<file path="src/sv/vrst_pkg.sv">
`default_nettype none

package vrst_pkg;

    // Fixed-point setup
    localparam int FRAC_BITS  = 12;   // fraction bits of the trig values
    localparam int ANGLE_BITS = 16;   // angle bits that are used

    // Port widths
    localparam int IN_W  = 16;
    localparam int ANG_W = 16;
    localparam int SCL_W = 16;
    localparam int OUT_W = 32;
    localparam int CFG_W = 32;
    localparam int IDX_W = 3;

    // Trig value, Q1.FRAC_BITS, range +/- 2^FRAC_BITS
    localparam int TW = FRAC_BITS + 2;

    // Roll, pitch and yaw stage widths: product, rounded sum, rounded result
    localparam int P1_W = IN_W + TW;
    localparam int S1_W = P1_W + 2;
    localparam int X1_W = S1_W - FRAC_BITS;
    localparam int P2_W = X1_W + TW;
    localparam int S2_W = P2_W + 2;
    localparam int X2_W = S2_W - FRAC_BITS;
    localparam int P3_W = X2_W + TW;
    localparam int S3_W = P3_W + 2;
    localparam int X3_W = S3_W - FRAC_BITS;

    // Scale and translate
    localparam int P4_W  = X3_W + SCL_W + 1;
    localparam int R4_W  = P4_W + 1;
    localparam int SH4_W = R4_W - 8;
    localparam int SUM_W = ((SH4_W > OUT_W) ? SH4_W : OUT_W) + 1;

    // CORDIC, Q.30 internal
    localparam int CW        = 33;
    localparam int ZW        = 18;
    localparam int STEPS     = 16;
    localparam int STEP_W    = 4;
    localparam int CORDIC_X0 = 652032874;

    // Register map
    typedef enum logic [IDX_W-1:0] {
        REG_YAW   = 3'd0,
        REG_PITCH = 3'd1,
        REG_ROLL  = 3'd2,
        REG_SCALE = 3'd3,
        REG_ORG_X = 3'd4,
        REG_ORG_Y = 3'd5,
        REG_ORG_Z = 3'd6
    } t_reg_idx;

    // Which angle a trig result belongs to
    typedef enum logic [1:0] {
        ANG_YAW   = 2'd0,
        ANG_PITCH = 2'd1,
        ANG_ROLL  = 2'd2
    } t_ang_sel;

    // Trig sequencer states
    typedef enum logic [1:0] {
        T_IDLE,
        T_ITER,
        T_ROUND
    } t_trig_st;

    // Trig result handed to the top level
    typedef struct packed {
        logic                  vld;
        t_ang_sel              sel;
        logic signed [TW-1:0]  cos_v;
        logic signed [TW-1:0]  sin_v;
    } t_trig_res;

    // atan(2^-i) in binary angle units (65536 per turn)
    function automatic logic signed [ZW-1:0] atan_lut(input logic [STEP_W-1:0] i);
        logic signed [ZW-1:0] v;
        case (i)
            4'd0:    v = ZW'(8192);
            4'd1:    v = ZW'(4836);
            4'd2:    v = ZW'(2555);
            4'd3:    v = ZW'(1297);
            4'd4:    v = ZW'(651);
            4'd5:    v = ZW'(326);
            4'd6:    v = ZW'(163);
            4'd7:    v = ZW'(81);
            4'd8:    v = ZW'(41);
            4'd9:    v = ZW'(20);
            4'd10:   v = ZW'(10);
            4'd11:   v = ZW'(5);
            4'd12:   v = ZW'(3);
            4'd13:   v = ZW'(1);
            4'd14:   v = ZW'(1);
            default: v = '0;
        endcase
        return v;
    endfunction

endpackage

`default_nettype wire

</file>
<file path="src/sv/vrst_trig.sv">
`default_nettype none

// Shared iterative CORDIC: recomputes cos/sin of each angle flagged in i_req,
// one micro-rotation per cycle, then rounds, clamps and maps the quadrant.
module vrst_trig
    import vrst_pkg::*;
(
    input  wire logic              i_clk,
    input  wire logic              i_rst_n,
    input  wire logic [2:0]        i_req,
    input  wire logic [ANG_W-1:0]  i_yaw,
    input  wire logic [ANG_W-1:0]  i_pitch,
    input  wire logic [ANG_W-1:0]  i_roll,
    output logic                   o_busy,
    output t_trig_res              o_res
);

    localparam logic [ANG_W-1:0]   ANG_MASK = ANG_W'({ANG_W{1'b1}} << (ANG_W - ANGLE_BITS));
    localparam int                 TSH      = 30 - FRAC_BITS;
    localparam logic signed [CW-1:0] TRND   = CW'(1 << (29 - FRAC_BITS));
    localparam logic signed [CW-1:0] TLIM   = CW'(1 << FRAC_BITS);
    localparam logic signed [CW-1:0] X0     = CW'(CORDIC_X0);

    t_trig_st               r_st, n_st;
    logic [2:0]             r_pend, n_pend;
    logic [STEP_W-1:0]      r_step, n_step;
    t_ang_sel               r_sel, n_sel;
    logic [1:0]             r_q, n_q;
    logic signed [CW-1:0]   r_x, n_x;
    logic signed [CW-1:0]   r_y, n_y;
    logic signed [ZW-1:0]   r_z, n_z;

    t_ang_sel               pick;
    logic [ANG_W-1:0]       ang_m;
    logic signed [TW-1:0]   c_fix, s_fix;

    // Round Q.30 to Q1.FRAC_BITS and clamp to +/- 1.0
    function automatic logic signed [TW-1:0] trig_fix(input logic signed [CW-1:0] v);
        logic signed [CW-1:0] r;
        r = (v + TRND) >>> TSH;
        if (r > TLIM) begin
            r = TLIM;
        end else if (r < -TLIM) begin
            r = -TLIM;
        end
        return r[TW-1:0];
    endfunction

    // Lowest pending angle goes first
    always_comb begin
        if (r_pend[ANG_YAW]) begin
            pick  = ANG_YAW;
            ang_m = i_yaw & ANG_MASK;
        end else if (r_pend[ANG_PITCH]) begin
            pick  = ANG_PITCH;
            ang_m = i_pitch & ANG_MASK;
        end else begin
            pick  = ANG_ROLL;
            ang_m = i_roll & ANG_MASK;
        end
    end

    // Sequencer and datapath next state
    always_comb begin
        logic signed [CW-1:0] dx;
        logic signed [CW-1:0] dy;
        logic signed [ZW-1:0] t;
        dx     = r_y >>> r_step;
        dy     = r_x >>> r_step;
        t      = atan_lut(r_step);
        n_st   = r_st;
        n_pend = r_pend | i_req;
        n_step = r_step;
        n_sel  = r_sel;
        n_q    = r_q;
        n_x    = r_x;
        n_y    = r_y;
        n_z    = r_z;
        unique case (r_st)
            T_IDLE: begin
                if (|r_pend) begin
                    n_st   = T_ITER;
                    n_sel  = pick;
                    n_q    = ang_m[ANG_W-1:ANG_W-2];
                    n_x    = X0;
                    n_y    = '0;
                    n_z    = ZW'(ang_m[ANG_W-3:0]);
                    n_step = '0;
                end
            end
            T_ITER: begin
                if (!r_z[ZW-1]) begin
                    n_x = r_x - dx;
                    n_y = r_y + dy;
                    n_z = r_z - t;
                end else begin
                    n_x = r_x + dx;
                    n_y = r_y - dy;
                    n_z = r_z + t;
                end
                n_step = r_step + 1'b1;
                if (r_step == STEP_W'(STEPS - 1)) begin
                    n_st = T_ROUND;
                end
            end
            T_ROUND: begin
                n_st   = T_IDLE;
                n_pend = (r_pend & ~(3'b001 << r_sel)) | i_req;
            end
            default: begin
                n_st = T_IDLE;
            end
        endcase
    end

    // Control state; all three angles are computed after reset
    always_ff @(posedge i_clk) begin
        if (!i_rst_n) begin
            r_st   <= T_IDLE;
            r_pend <= 3'b111;
        end else begin
            r_st   <= n_st;
            r_pend <= n_pend;
        end
    end

    // Datapath registers
    always_ff @(posedge i_clk) begin
        r_step <= n_step;
        r_sel  <= n_sel;
        r_q    <= n_q;
        r_x    <= n_x;
        r_y    <= n_y;
        r_z    <= n_z;
    end

    // Quadrant mapping of the result
    always_comb begin
        c_fix       = trig_fix(r_x);
        s_fix       = trig_fix(r_y);
        o_res.vld   = (r_st == T_ROUND);
        o_res.sel   = r_sel;
        case (r_q)
            2'd0: begin
                o_res.cos_v = c_fix;
                o_res.sin_v = s_fix;
            end
            2'd1: begin
                o_res.cos_v = -s_fix;
                o_res.sin_v = c_fix;
            end
            2'd2: begin
                o_res.cos_v = -c_fix;
                o_res.sin_v = -s_fix;
            end
            default: begin
                o_res.cos_v = s_fix;
                o_res.sin_v = -c_fix;
            end
        endcase
    end

    assign o_busy = (r_st != T_IDLE) || (|r_pend);

endmodule

`default_nettype wire

</file>
<file path="config.mk">
export PLATFORM = sky130hd
export DESIGN_NAME = vrst_trig
export DESIGN_NICKNAME = d
export VERILOG_FILES = /design/src/sv/vrst_pkg.sv /design/src/sv/vrst_trig.sv
export SDC_FILE = /design/constraint.sdc
export NUM_CORES = 1
export LEC_CHECK = 0
export BUFFER_PORTS_ARGS = -buffer_cell sky130_fd_sc_hd__buf_2
export CAP_MARGIN = 20
export CORE_ASPECT_RATIO = 0.8
export CORE_MARGIN = 5
export CORE_UTILIZATION = 53
export DETAILED_ROUTE_END_ITERATION = 8
export HOLD_SLACK_MARGIN = 0.03
export PLACE_DENSITY = 0.77
export SETUP_SLACK_MARGIN = 0.05
export SLEW_MARGIN = 20
export SYNTH_ARGS = -nofsm -noshare
export SYNTH_HDL_FRONTEND = slang
export SYNTH_SLANG_ARGS = --single-unit
</file>
<file path="constraint.sdc">
create_clock -name i_clk -period 8.2 [get_ports i_clk]
set_input_delay 0 -clock i_clk [delete_from_list [all_inputs] [get_ports i_clk]]
set_output_delay 0 -clock i_clk [all_outputs]
set_load 0.05 [all_outputs]
</file>
==> run_results.csv, run 1 <==
group,metric,value,unit
floorplanning,die_area,34600,um2
job,cap_violations,0,
floorplanning,core,30500,um2
route,wl,51400,um
sta,period_needed,6800,ps
global_route,antenna_found_initial,0,
setup_path,cp_slowest_cell,"edfxtp_1",
synthesis,ys_warn_count,0,
clock_network,clkLatencyLatePin,400,ps
clock_network,clock-sinks,111,
synthesis,synthArstFlopShare,0,
synthesis,synth_edf_count,92,
route,wire_per_inst,21.2,um
clock_network,cts_max_path_buffers,2,
setup_path,cp_top_family,"compound AO/OA/AOI/OAI gates",
placement,pre_cts_slack,1540,ps
final_layout,n_antenna_cell,0,
setup_path,endpoint_kind,"flip-flop",
synthesis,yosysSeqAreaShare,0.191,
setup_path,crit_cells,19,
route,drc,0,
floorplanning,start_util,0.539,
hold_path,min_delay_path_depth,5,
route,drt_iter0_drc,2112,
floorplanning,die_x,207,um
synthesis,synth_most_common_cell,"nand2_1",
placement,gp_congestion,0.972,
sta,finalHoldViolCount,0,
setup_path,arrival,6920,ps
global_route,grt.total_usage,0.291,
sta,hold_ws,54.9,ps
sta,setup_ws,1400,ps
setup_path,cp.required,8320,ps
floorplanning,ioPinCount,85,
placement,io_buffers,84,
setup_path,rr_worst_depth,19,
sta,fin_crit_sh,0.829,
final_layout,multiInputGateArea,12500,um2
floorplanning,die_y,167,um
route,vias,16200,
final_layout,num-nets-final,2156,
final_layout,syn_to_final_growth,6.22,%
clock_network,cts_tree,"yes",
placement,place_hpwl,37600,um
final_layout,layout-drive-gt1-share,0.137,
sta,slew_violations,0,
sta,rsz0062_at_grt,"false",
synthesis,yosys.area.top_type,"edfxtp_1",
setup_path,critical_path_class,"reg2reg",
route,drtPass1Iterations,6,
sta,finalClockSkew,20.5,ps
synthesis,synthCells,2005,
global_route,grt_pass1_wl,81600,um
synthesis,netlist.area_leader.share,0.168,
synthesis,synthTopCellsByArea,"edfxtp_1, mux4_2, ha_1, a21oi_1, xnor2_1",
synthesis,synth_nets,2157,
synthesis,synth_common_cells,"nand2_1, nor2_1, a21oi_1",
clock_network,htree_num_levels,3,
global_route,gr-total-overflow,0,
synthesis,ys.flop_type,"edfxtp_1",
status,outcome,"finished clean",
synthesis,synth_cell_types,87,
hold_path,min_path_type,"in2reg",
sta,setup_viol,0,
route,via_per_inst,6.68,
setup_path,cp_max_fo,87,
floorplanning,num_rows,57,
synthesis,ys_seq_elements,111,
sta,max_freq,147,MHz
final_layout,final_util,0.573,
global_route,grt_pass1_vias,15000,
sta,worstMarginPinSlew,1030,ps
setup_path,critPathLaunchType,"flip-flop",
setup_path,cp_num_buf_inv,1,
sta,max_slew_margin,0.313,
clock_network,cts_root_buf,"clkbuf_16",
clock_network,ctsResizeCount,0,
sta,fin_tns_setup,0,ps
route,ant_nets,0,
synthesis,syn_area_per_cell,8.19,um2
final_layout,fillers,2732,
clock_network,clkTransAtPathRegs,100,ps
synthesis,syn_area,16400,um2
setup_path,cpPeakStageDelay,800,ps
global_route,grt_max_degree,88,
clock_network,cts_buffers,9,
setup_path,path_cells,"buf_12, mux4_2, mux4_2, or2_4, a211oi_4, and4_1, and2b_1, nor2_1, xnor2_1, ha_1, a21oi_1, nor2b_1, o41ai_1, nor3b_1, a211oi_1, o41ai_1, o21ai_0, xnor2_1, nor2_1",
final_layout,regArea,3140,um2
-- kinds of logic after synthesis --
kind of cell / Yosys count / synth area share
DFF: 111 / 0.191
xor gates and xnor gates: 181 / 0.0965
AOI/OAI and AO/OA: 525 / 0.201
buffers and inverters: 183 / 0.0478
and+or+nand+nor: 726 / 0.209
muxes: 180 / 0.178
adders and majority gates: 99 / 0.0768
-- worst reg2reg max path, stage by stage (launching register included) --
cell and delay [ps]:
edfxtp_1 800, buf_12 490, mux4_2 720, mux4_2 510, or2_4 290, a211oi_4 330, and4_1 310, and2b_1 240
nor2_1 70, xnor2_1 280, ha_1 330, a21oi_1 140, nor2b_1 70, o41ai_1 420, nor3b_1 300, a211oi_1 150
o41ai_1 640, o21ai_0 210, xnor2_1 180, nor2_1 50
-- layout make-up --
class | instances | share of cell area
Clock buffer | 9 | 0.0129
Sequential cell | 111 | 0.180
Multi-Input combinational cell | 1711 | 0.716
Tap cell | 413 | 0.0296
Inverter | 43 | 0.00932
Timing Repair Buffer | 128 | 0.0463
Clock inverter | 7 | 0.00516
-- worst paths after layout --
path | to | slack, ps | startpoint
min | r_z[5] | 50 | i_yaw[5]
max | r_x[31] | 1400 | r_step[1]
max reg2reg | r_x[31] | 1400 | r_step[1]
min reg2reg | r_st[0] | 630 | r_st[0]
-- metal layers --
| layer | up-vias | global-route usage | wire length (um) |
|---|---|---|---|
| li1 | 7444 | - | - |
| met3 | 85 | 0.0878 | 7070 |
| met1 | 7652 | 0.443 | 22500 |
| met2 | 988 | 0.407 | 20900 |
| met4 | 0 | 0.0586 | 915 |
| met5 | - | 0 | 0 |
-- stage by stage --
stage / cells / cell area (um2)
after floorplan: 2005 / 16400
after global placement: 2388 / 17000
after detailed placement: 2388 / 17000
after CTS: 2422 / 17400
after global routing: 2422 / 17400
final: 2422 / 17400
-- cells in the final DEF, fill, tap and decap left out, types with 64 or more instances in the layout --
master and count:
a21oi_1 175, ha_1 96, nand2_1 221, nand3_1 64
buf_2 84, xnor2_1 95, mux4_2 86, xor2_1 86
o21ai_0 119, edfxtp_1 92, nor2_1 205
-- what timing repair did --
| action | in CTS | in global routing |
|---|---|---|
| hold buffers | 18 | 0 |
| endpoints found under the hold margin | 14 | 0 |
| setup buffers | 0 | 0 |
| endpoints found under the setup margin | 0 | 0 |
Power of run 1 is not shown: default switching activity piles up to over one toggle a cycle in this logic, so the estimate is an artifact.
==> run 2: changes to the inputs <==
--- a/config.mk
+++ b/config.mk
@@ -5,6 +5,7 @@
 export SDC_FILE = /design/constraint.sdc
 export NUM_CORES = 1
 export LEC_CHECK = 0
+export ABC_AREA = 1
 export BUFFER_PORTS_ARGS = -buffer_cell sky130_fd_sc_hd__buf_2
 export CAP_MARGIN = 20
 export CORE_ASPECT_RATIO = 0.8
@@ -12,7 +13,7 @@
 export CORE_UTILIZATION = 53
 export DETAILED_ROUTE_END_ITERATION = 8
 export HOLD_SLACK_MARGIN = 0.03
-export PLACE_DENSITY = 0.77
+export PLACE_DENSITY = 0.79
 export SETUP_SLACK_MARGIN = 0.05
 export SLEW_MARGIN = 20
 export SYNTH_ARGS = -nofsm -noshare
==> constraint.sdc (replaced) <==
create_clock -name i_clk -period 6 [get_ports i_clk]
set_input_delay 0 -clock i_clk [delete_from_list [all_inputs] [get_ports i_clk]]
set_output_delay 0 -clock i_clk [all_outputs]
set_load 0.05 [all_outputs]
==> run_results.csv, run 2 <==
group,metric,value,unit
synthesis,ys_seq_elements,111,
final_layout,regArea,3140,um2
synthesis,synth_nets,2835,
synthesis,synthArstFlopShare,0,
clock_network,cts_max_path_buffers,2,
synthesis,yosysSeqAreaShare,0.195,
synthesis,synth_edf_count,92,
floorplanning,die_y,166,um
clock_network,cts_tree,"yes",
final_layout,final_cell_mix,"nand2_1, nand3_1, inv_1, nor2_1, a21oi_1",
synthesis,synthTopCellsByArea,"nand2_1, edfxtp_1, nand3_1, ha_1, inv_1",
clock_network,cts_root_buf,"clkbuf_16",
global_route,grt_pass1_vias,17000,
route,wire_per_inst,17.1,um
clock_network,clkLatencyLatePin,390,ps
final_layout,n_antenna_cell,0,
clock_network,htree_num_levels,3,
global_route,antenna_found_initial,0,
setup_path,r2r_start,"r_step[0]",
setup_path,cpPeakStageDelay,610,ps
setup_path,path_cells,"buf_4, o211ai_1, nand3_1, nand3_1, o21a_1, inv_1, nand3_1, o31ai_1, xor2_1, ha_1, a21oi_1, inv_1, a31oi_1, o21ai_0, a21boi_0, inv_1, nand2_1, nand2_1, a21oi_1, o21ai_0, nor2_1, nor2_1",
final_layout,fillers,2996,
sta,fin_crit_sh,0.895,
clock_network,postCtsSetupBuffers,0,
clock_network,cts_buffers,9,
clock_network,hold_buffers,32,
sta,max_freq,186,MHz
setup_path,crit_cells,22,
synthesis,ys.flop_type,"edfxtp_1",
synthesis,synthCells,2683,
floorplanning,die_area,34000,um2
synthesis,synth_common_cells,"nand2_1, nand3_1, inv_1",
floorplanning,num_rows,57,
final_layout,layout-drive-gt1-share,0.0756,
hold_path,min_delay_path_depth,5,
clock_network,ctsResizeCount,0,
floorplanning,start_util,0.534,
route,drc,0,
sta,worstMarginPinSlew,963,ps
setup_path,cp_num_buf_inv,4,
route,wl,53800,um
setup_path,worstSetupStartpoint,"r_step[0]",
sta,slew_violations,0,
final_layout,num-nets-final,2886,
setup_path,cp_top_family,"compound AO/OA/AOI/OAI gates",
route,ant_nets,0,
sta,rsz0062_at_grt,"false",
route,drt_iter0_drc,2180,
placement,io_buffers,84,
hold_path,min_path_type,"in2reg",
setup_path,rr_worst_depth,22,
route,drtPass1Iterations,7,
sta,period_needed,5370,ps
synthesis,synth_cell_types,58,
placement,place_hpwl,41400,um
sta,max_slew_margin,0.356,
route,via_per_inst,5.91,
setup_path,critPathLaunchType,"flip-flop",
floorplanning,ioPinCount,85,
sta,setup_viol,0,
setup_path,cp.required,6140,ps
floorplanning,core,30200,um2
clock_network,clkTransAtPathRegs,90,ps
hold_path,hold_start,"i_roll[3]",
synthesis,yosys.area.top_type,"nand2_1",
global_route,grt.total_usage,0.306,
synthesis,ys_warn_count,0,
setup_path,critical_path_class,"reg2reg",
final_layout,final_util,0.573,
placement,post_dp_cell_area,16600,um2
global_route,grt_max_degree,71,
final_layout,syn_to_final_growth,7.32,%
synthesis,syn_area,16100,um2
global_route,gr-total-overflow,0,
final_layout,multiInputGateArea,11300,um2
final_layout,design_area,17300,um2
setup_path,arrival,5500,ps
sta,finalHoldViolCount,0,
job,cap_violations,0,
setup_path,cp_slowest_cell,"a21boi_0",
floorplanning,die_x,205,um
clock_network,clock-sinks,111,
route,vias,18600,
placement,gp_congestion,0.984,
setup_path,endpoint_kind,"flip-flop",
setup_path,cp_max_fo,69,
global_route,grt_pass1_wl,86800,um
synthesis,syn_area_per_cell,6.00,um2
synthesis,synth_most_common_cell,"nand2_1",
status,outcome,"finished clean",
synthesis,netlist.area_leader.share,0.180,
final_layout,mostFrequentLayoutCell,"nand2_1",
sta,finalClockSkew,16.3,ps
sta,fin_tns_setup,0,ps
## run 2: stage by stage
step / setup WS [ps] / hold slack [ps] / cells
2_1_floorplan: 2040 / 68.7 / 2683
3_3_place_gp: 956 / 183 / 3104
3_5_place_dp: 892 / 198 / 3104
4_1_cts: 854 / 30.2 / 3152
5_1_grt: 74.6 / 51.8 / 3152
6_report: 633 / 45.5 / 3152
## run 2: final timing paths
| path | endpoint | slack, ps |
|---|---|---|
| max reg2reg | r_y[22] | 630 |
| min reg2reg | r_pend[2] | 480 |
| max | r_y[22] | 630 |
| min | r_z[3] | 50 |
## run 2: cell families after synthesis
| logic type | synth area share |
|---|---|
| adders and majority gates | 0.0784 |
| muxes | 0.000622 |
| buffers and inverters | 0.105 |
| xor gates and xnor gates | 0.0468 |
| AOI/OAI and AO/OA | 0.175 |
| and+or+nand+nor | 0.400 |
| DFF | 0.195 |
## run 2: cell type report
type / count / share of cell area
inverters: 306 / 0.0669
multi-input cells: 2172 / 0.653
clock inverters: 7 / 0.00464
clock buffers: 9 / 0.0130
repair buffers: 134 / 0.0507
well taps: 413 / 0.0299
flip-flops and latches: 111 / 0.182
## run 2: metal layers
metal / global-route usage / wire, um
met5: 0 / 0
met4: 0.0734 / 1290
met3: 0.0482 / 5170
met2: 0.482 / 23600
met1: 0.441 / 23800
## run 2: worst reg2reg max path, stage by stage (launching register included)
cell and delay, ps:
edfxtp_1 520, buf_4 570, o211ai_1 230, nand3_1 110
nand3_1 90, o21a_1 150, inv_1 90, nand3_1 190
o31ai_1 300, xor2_1 260, ha_1 320, a21oi_1 140
inv_1 50, a31oi_1 220, o21ai_0 220, a21boi_0 610
inv_1 180, nand2_1 100, nand2_1 150, a21oi_1 270
o21ai_0 180, nor2_1 130, nor2_1 70
Power of run 2 is left out for the same reason.
